<file path="src/rtl/mhpq_pkg.sv">
// Shared constants, codes and types of the max-heap priority queue.
`timescale 1ns / 1ps
`default_nettype none

package mhpq_pkg;

	// Default sizes of the heap store
	localparam int HEAP_DEPTH_DEF = 1024;
	localparam int KEY_WIDTH_DEF  = 32;

	// Capacity register and reported count
	localparam int CFG_W       = 11;
	localparam int COUNT_OUT_W = 11;
	localparam logic [CFG_W-1:0] CAP_RESET = CFG_W'(1024);

	// Request codes
	localparam logic REQ_INSERT = 1'b0;
	localparam logic REQ_REMOVE = 1'b1;

	// Result status codes
	typedef enum logic [1:0] {
		STAT_OK    = 2'd0,
		STAT_FULL  = 2'd1,
		STAT_EMPTY = 2'd2
	} status_t;

	// Non-key part of a result beat
	typedef struct packed {
		status_t                  status;
		logic                     top_valid;
		logic [COUNT_OUT_W-1:0]   element_count;
	} res_meta_t;

endpackage

`default_nettype wire

</file>
<file path="src/rtl/mhpq_out_reg.sv">
// Result output register between the sift engine and the result channel.
`timescale 1ns / 1ps
`default_nettype none

module mhpq_out_reg
	import mhpq_pkg::*;
#(
	parameter int KEY_WIDTH = KEY_WIDTH_DEF
) (
	input  wire logic                 clk,
	input  wire logic                 arst_n,
	input  wire logic                 in_valid,
	output logic                      in_ready,
	input  wire res_meta_t            in_meta,
	input  wire logic [KEY_WIDTH-1:0] in_removed,
	input  wire logic [KEY_WIDTH-1:0] in_top,
	output logic                      out_valid,
	input  wire logic                 out_ready,
	output res_meta_t                 out_meta,
	output logic      [KEY_WIDTH-1:0] out_removed,
	output logic      [KEY_WIDTH-1:0] out_top
);

	logic valid_q;

	assign in_ready  = !valid_q || out_ready;
	assign out_valid = valid_q;

	// Hold a beat until the sink takes it
	always_ff @(posedge clk or negedge arst_n) begin
		if (!arst_n) begin
			valid_q <= 1'b0;
		end else if (in_ready) begin
			valid_q <= in_valid;
		end
	end

	// Load payload with each new beat
	always_ff @(posedge clk) begin
		if (in_ready && in_valid) begin
			out_meta    <= in_meta;
			out_removed <= in_removed;
			out_top     <= in_top;
		end
	end

endmodule

`default_nettype wire

</file>
<file path="config.mk">
export PLATFORM = sky130hd
export DESIGN_NAME = mhpq_out_reg
export DESIGN_NICKNAME = d
export VERILOG_FILES = /design/src/rtl/mhpq_pkg.sv /design/src/rtl/mhpq_out_reg.sv
export SDC_FILE = /design/constraint.sdc
export NUM_CORES = 1
export LEC_CHECK = 0
export ABC_AREA = 1
export BUFFER_PORTS_ARGS = -buffer_cell sky130_fd_sc_hd__buf_2
export CORE_ASPECT_RATIO = 0.9
export CORE_MARGIN = 2
export CORE_UTILIZATION = 36
export DETAILED_ROUTE_END_ITERATION = 10
export PLACE_DENSITY = 0.73
export SLEW_MARGIN = 20
export SYNTH_ARGS = -nofsm -noshare
export SYNTH_HDL_FRONTEND = slang
export SYNTH_SLANG_ARGS = --single-unit
</file>
<file path="constraint.sdc">
create_clock -name clk -period 6.4 [get_ports clk]
set_clock_uncertainty 0.05 [all_clocks]
set_input_delay 0.96 -clock clk [delete_from_list [all_inputs] [get_ports clk]]
set_output_delay 0.96 -clock clk [all_outputs]
set_load 0.1 [all_outputs]
</file>
Yosys cells after proc, flatten, opt, wreduce, memory -nomap -nowiden

Cells that the tools add are included.

Reduce and logical (&&, ||, !) cells: 3

Operators by type and width:

| operator            | count |
|---|---|
| $logic_and A1 B1 Y1 | 1 |
| $logic_not A1 Y1    | 1 |
| $logic_or A1 B1 Y1  | 1 |

Register bits: 79
Input bits: 82
Output and inout bits: 80
Logic and storage cells: 9

Depth between registers and ports, before layout

Depth after elaboration: 3
Gate-level depth with buffers: 3
Mapped depth without buffers: 3

Worst setup path after synthesis

No wires, ideal clock.

Path kind: input to register
Start: input port in_valid
End: register out_meta[0] (netlist name), enable pin
Setup time: 0.539 ns
Arrival: 4.777 ns
Data required time: 5.811 ns
Path slack: 1.034 ns
Stages on the path: 2
Path buffers: 0
Path through: inv_1 a21oi_1

Cells in the longest elaborated chain, start to end: 1

Ends and longest elaborated chain:

| item                   | RTL line           | source |
|---|---|---|
| start: declaration     | mhpq_out_reg.sv:12 | `input wire logic in_valid,` |
| $logic_and A1 B1 Y1    | mhpq_out_reg.sv:40 | `if (in_ready && in_valid) begin` |
| end signal: assignment | mhpq_out_reg.sv:41 | `out_meta <= in_meta;` |
| end: declaration       | mhpq_out_reg.sv:19 | `output res_meta_t out_meta,` |

Every way passes these cells.
A chain may end at the register's enable or synchronous reset.

Worst setup path in the final report

Start: input port out_ready
End: output port in_ready

Cells in the longest elaborated chain, start to end: 1

Ends and longest elaborated chain:

| item               | RTL line           | source |
|---|---|---|
| start: declaration | mhpq_out_reg.sv:18 | `input wire logic out_ready,` |
| $logic_or A1 B1 Y1 | mhpq_out_reg.sv:26 | `assign in_ready = !valid_q \|\| out_ready;` |
| end: declaration   | mhpq_out_reg.sv:13 | `output logic in_ready,` |

Every way passes these cells.

==> impl_metrics.csv <==
group,metric,value,unit
yosys,synth_cell_types,5,
global_route,track_usage,0.141,
global_route,grt-ovfl-total,0,
yosys,synth_edf_count,78,
floorplanning,dieArea,7300,µm²
routing,wl,5180,µm
critical_path,r2r_start,"out_valid",
cells_and_area,nets,339,
yosys,ys.flop_type,"edfxtp_1",
cts,clkSlewWorstSetupHoldPaths,0.07,ns
cts,cts_buffers,9,
critical_path,worst_path_dominant_cell_family,"buffers and inverters",
sta,max_freq,381,MHz
critical_path,worstPathRequired,5.39,ns
yosys,avgSynthCellArea,28.4,µm²
cells_and_area,final_area,3570,µm²
sta,period_needed,2.63,ns
routing,wl_per_cell,14.7,µm
placement,place.gp.congestion,0.718,
cts,clock_path_buffers,2,
sta,relSlewSlack,0.362,
power_and_ir_drop,leakagePower,1.53,nW
cells_and_area,drive_gt1_frac,0.679,
cts,cts_root_buf,"clkbuf_8",
sta,fin_tns_setup,0,ns
critical_path,crit_path_end,"in_ready",
cells_and_area,nFillCells,523,
yosys,synth_seq_cells,79,
yosys,synth_nets,166,
critical_path,path_common_cell,"buf_2",
cells_and_area,fin_util,0.550,
critical_path,endpoint_kind,"primary output",
floorplanning,die_h,81.3,µm
yosys,yosysTopAreaCellShare,0.981,
critical_path,worst_path_max_delay_cell,"buf_2",
sta,drv_slew,0,
global_route,grt_pass1_wl,7410,µm
global_route,grt_max_degree,79,
global_route,grt_pass1_vias,1469,
placement,placed_cell_area,3320,µm²
cells_and_area,multi_input_area,23.8,µm²
yosys,yosysTopAreaCell,"edfxtp_1",
yosys,synth_common_cells,"edfxtp_1, inv_1, nand2_1",
cts,cts_tree,"built",
floorplanning,core_area,6480,µm²
yosys,synthesis.area,2390,µm²
floorplanning,ios,162,
routing,dr_total_vias,1449,
routing,drc_errors,0,
yosys,async_flop_share,0.0127,
cts,worstSkewPairLatency,0.33,ns
critical_path,max_stage_delay,0.43,ns
sta,rsz0062_at_grt,"false",
floorplanning,die_w,89.8,µm
sta,worstMarginPinSlew,0.957,ns
yosys,syn_inst,84,
cts,cts_setup_buffers,0,
cts,cts_resized,0,
routing,drt_pass1_iterations,3,
power_and_ir_drop,peakVddDrop,236,µV
critical_path,ff2ff_path_depth,2,
sta,setup_viol,0,
cells_and_area,diodes,0,
cells_and_area,syn2layout_area_growth,49.4,%
floorplanning,initial_utilization,0.368,
status,status,"finished, final reports clean",
yosys,yosysWarnings,0,
critical_path,reg2reg_to,"out_removed[4]",
routing,vias_per_cell,4.12,
critical_path,path_cells,"buf_2 -> inv_1 -> nand2_1 -> buf_2",
cts,htreeDepth,3,
job,max-cap-violations,0,
placement,io_buffers,161,
critical_path,path_depth,4,
critical_path,crit_arrival,1.62,ns
cts,cts_sinks,79,
critical_path,crit_type,"input pin to primary output",
routing,ant_nets,0,
critical_path,crit_buf_inv,3,
critical_path,path_max_fanout,2,
power_and_ir_drop,power_density,367,nW/µm²
sta,period_share,0.411,
worst_hold_path,hold_path_class,"input pin to asynchronous set/reset pin",
sta,whs,0.339,ns
cells_and_area,final-seq-area,2370,µm²
critical_path,cp-start-kind,"input pin",
critical_path,startpoint,"out_ready",
routing,drt-initial-drc-count,83,
sta,hold_viol_final,0,
yosys,seq_area_frac_synth,0.992,
floorplanning,core.rowCount,28,
yosys,yosysMostFrequentCell,"edfxtp_1",
placement,dpl.hpwl,3790,µm
critical_path,reg2reg_setup_slack,4.62,ns
cts,hold_buffers,0,
yosys,synth_area_leaders,"edfxtp_1, dfrtp_1, inv_1",
global_route,antenna_found_initial,0,
kinds of logic (layout without fill, tap and decap cells):
family | after synthesis | in the layout | share of synthesized area
flip-flops | 79 | 79 | 0.992
buffers and inverters | 2 | 180 | 0.00315
AO/OA/AOI/OAI | 1 | 1 | 0.00209
AND/OR/NAND/NOR | 2 | 2 | 0.00315
power breakdown:
part | internal (mW) | switching [mW]
logic | 0.0354 | 0.228
registers | 0.603 | 0.00653
clock network | 0.262 | 0.174
total | 0.900 | 0.409
routing by layer:
layer	track usage	vias to the layer above	wire [µm]
met5	0	-	0
met4	0.0738	0	161
met3	0.0891	15	546
met2	0.229	88	2590
met1	0.145	668	1880
li1	-	678	-
state kept, by name (all words and copies together) (netlist names):
name / count
out_removed: 32
out_top: 32
out_meta: 14
out_valid: 1
how the worst min path moves through the flow:
| stage | from | end | slack, ns | cells after the start |
|---|---|---|---|---|
| finish | arst_n | out_valid | 0.34 | 1 |
| global route | arst_n | out_valid | 0.31 | 1 |
| CTS | arst_n | out_valid | 0.32 | 1 |
| detailed placement | out_valid | out_valid | 0.53 | 2 |
| global placement | out_valid | out_valid | 0.50 | 2 |
| floorplan | arst_n | out_valid | 0.61 | 0 |
area by class of cell:
type / count / share of cell area
clock buffer: 10 / 0.0358
timing repair buffer: 162 / 0.228
sequential: 79 / 0.664
inverter: 2 / 0.00210
clock inverter: 6 / 0.0323
tap: 90 / 0.0316
multi-input combinational: 3 / 0.00666
through the flow:
stage          cells  power [mW]  worst slack, ns
6_report         352        1.31             3.77
5_1_grt          352        1.35             3.74
4_1_cts          352        1.32             3.78
3_5_place_dp     336       0.886             3.78
3_3_place_gp     336       0.883             3.81
2_1_floorplan     84       0.835             1.03
cells in the final DEF (no fill, tap or decap):
master,instances
buf_2,161
edfxtp_1,78
clkbuf_8,9
bufinv_16,3
inv_1,2
nand2_1,2
inv_6,2
a21oi_4,1
clkinvlp_4,1
clkbuf_1,1
dfrtp_1,1
buf_4,1
Note: power is estimated with default switching activity, not from simulation.
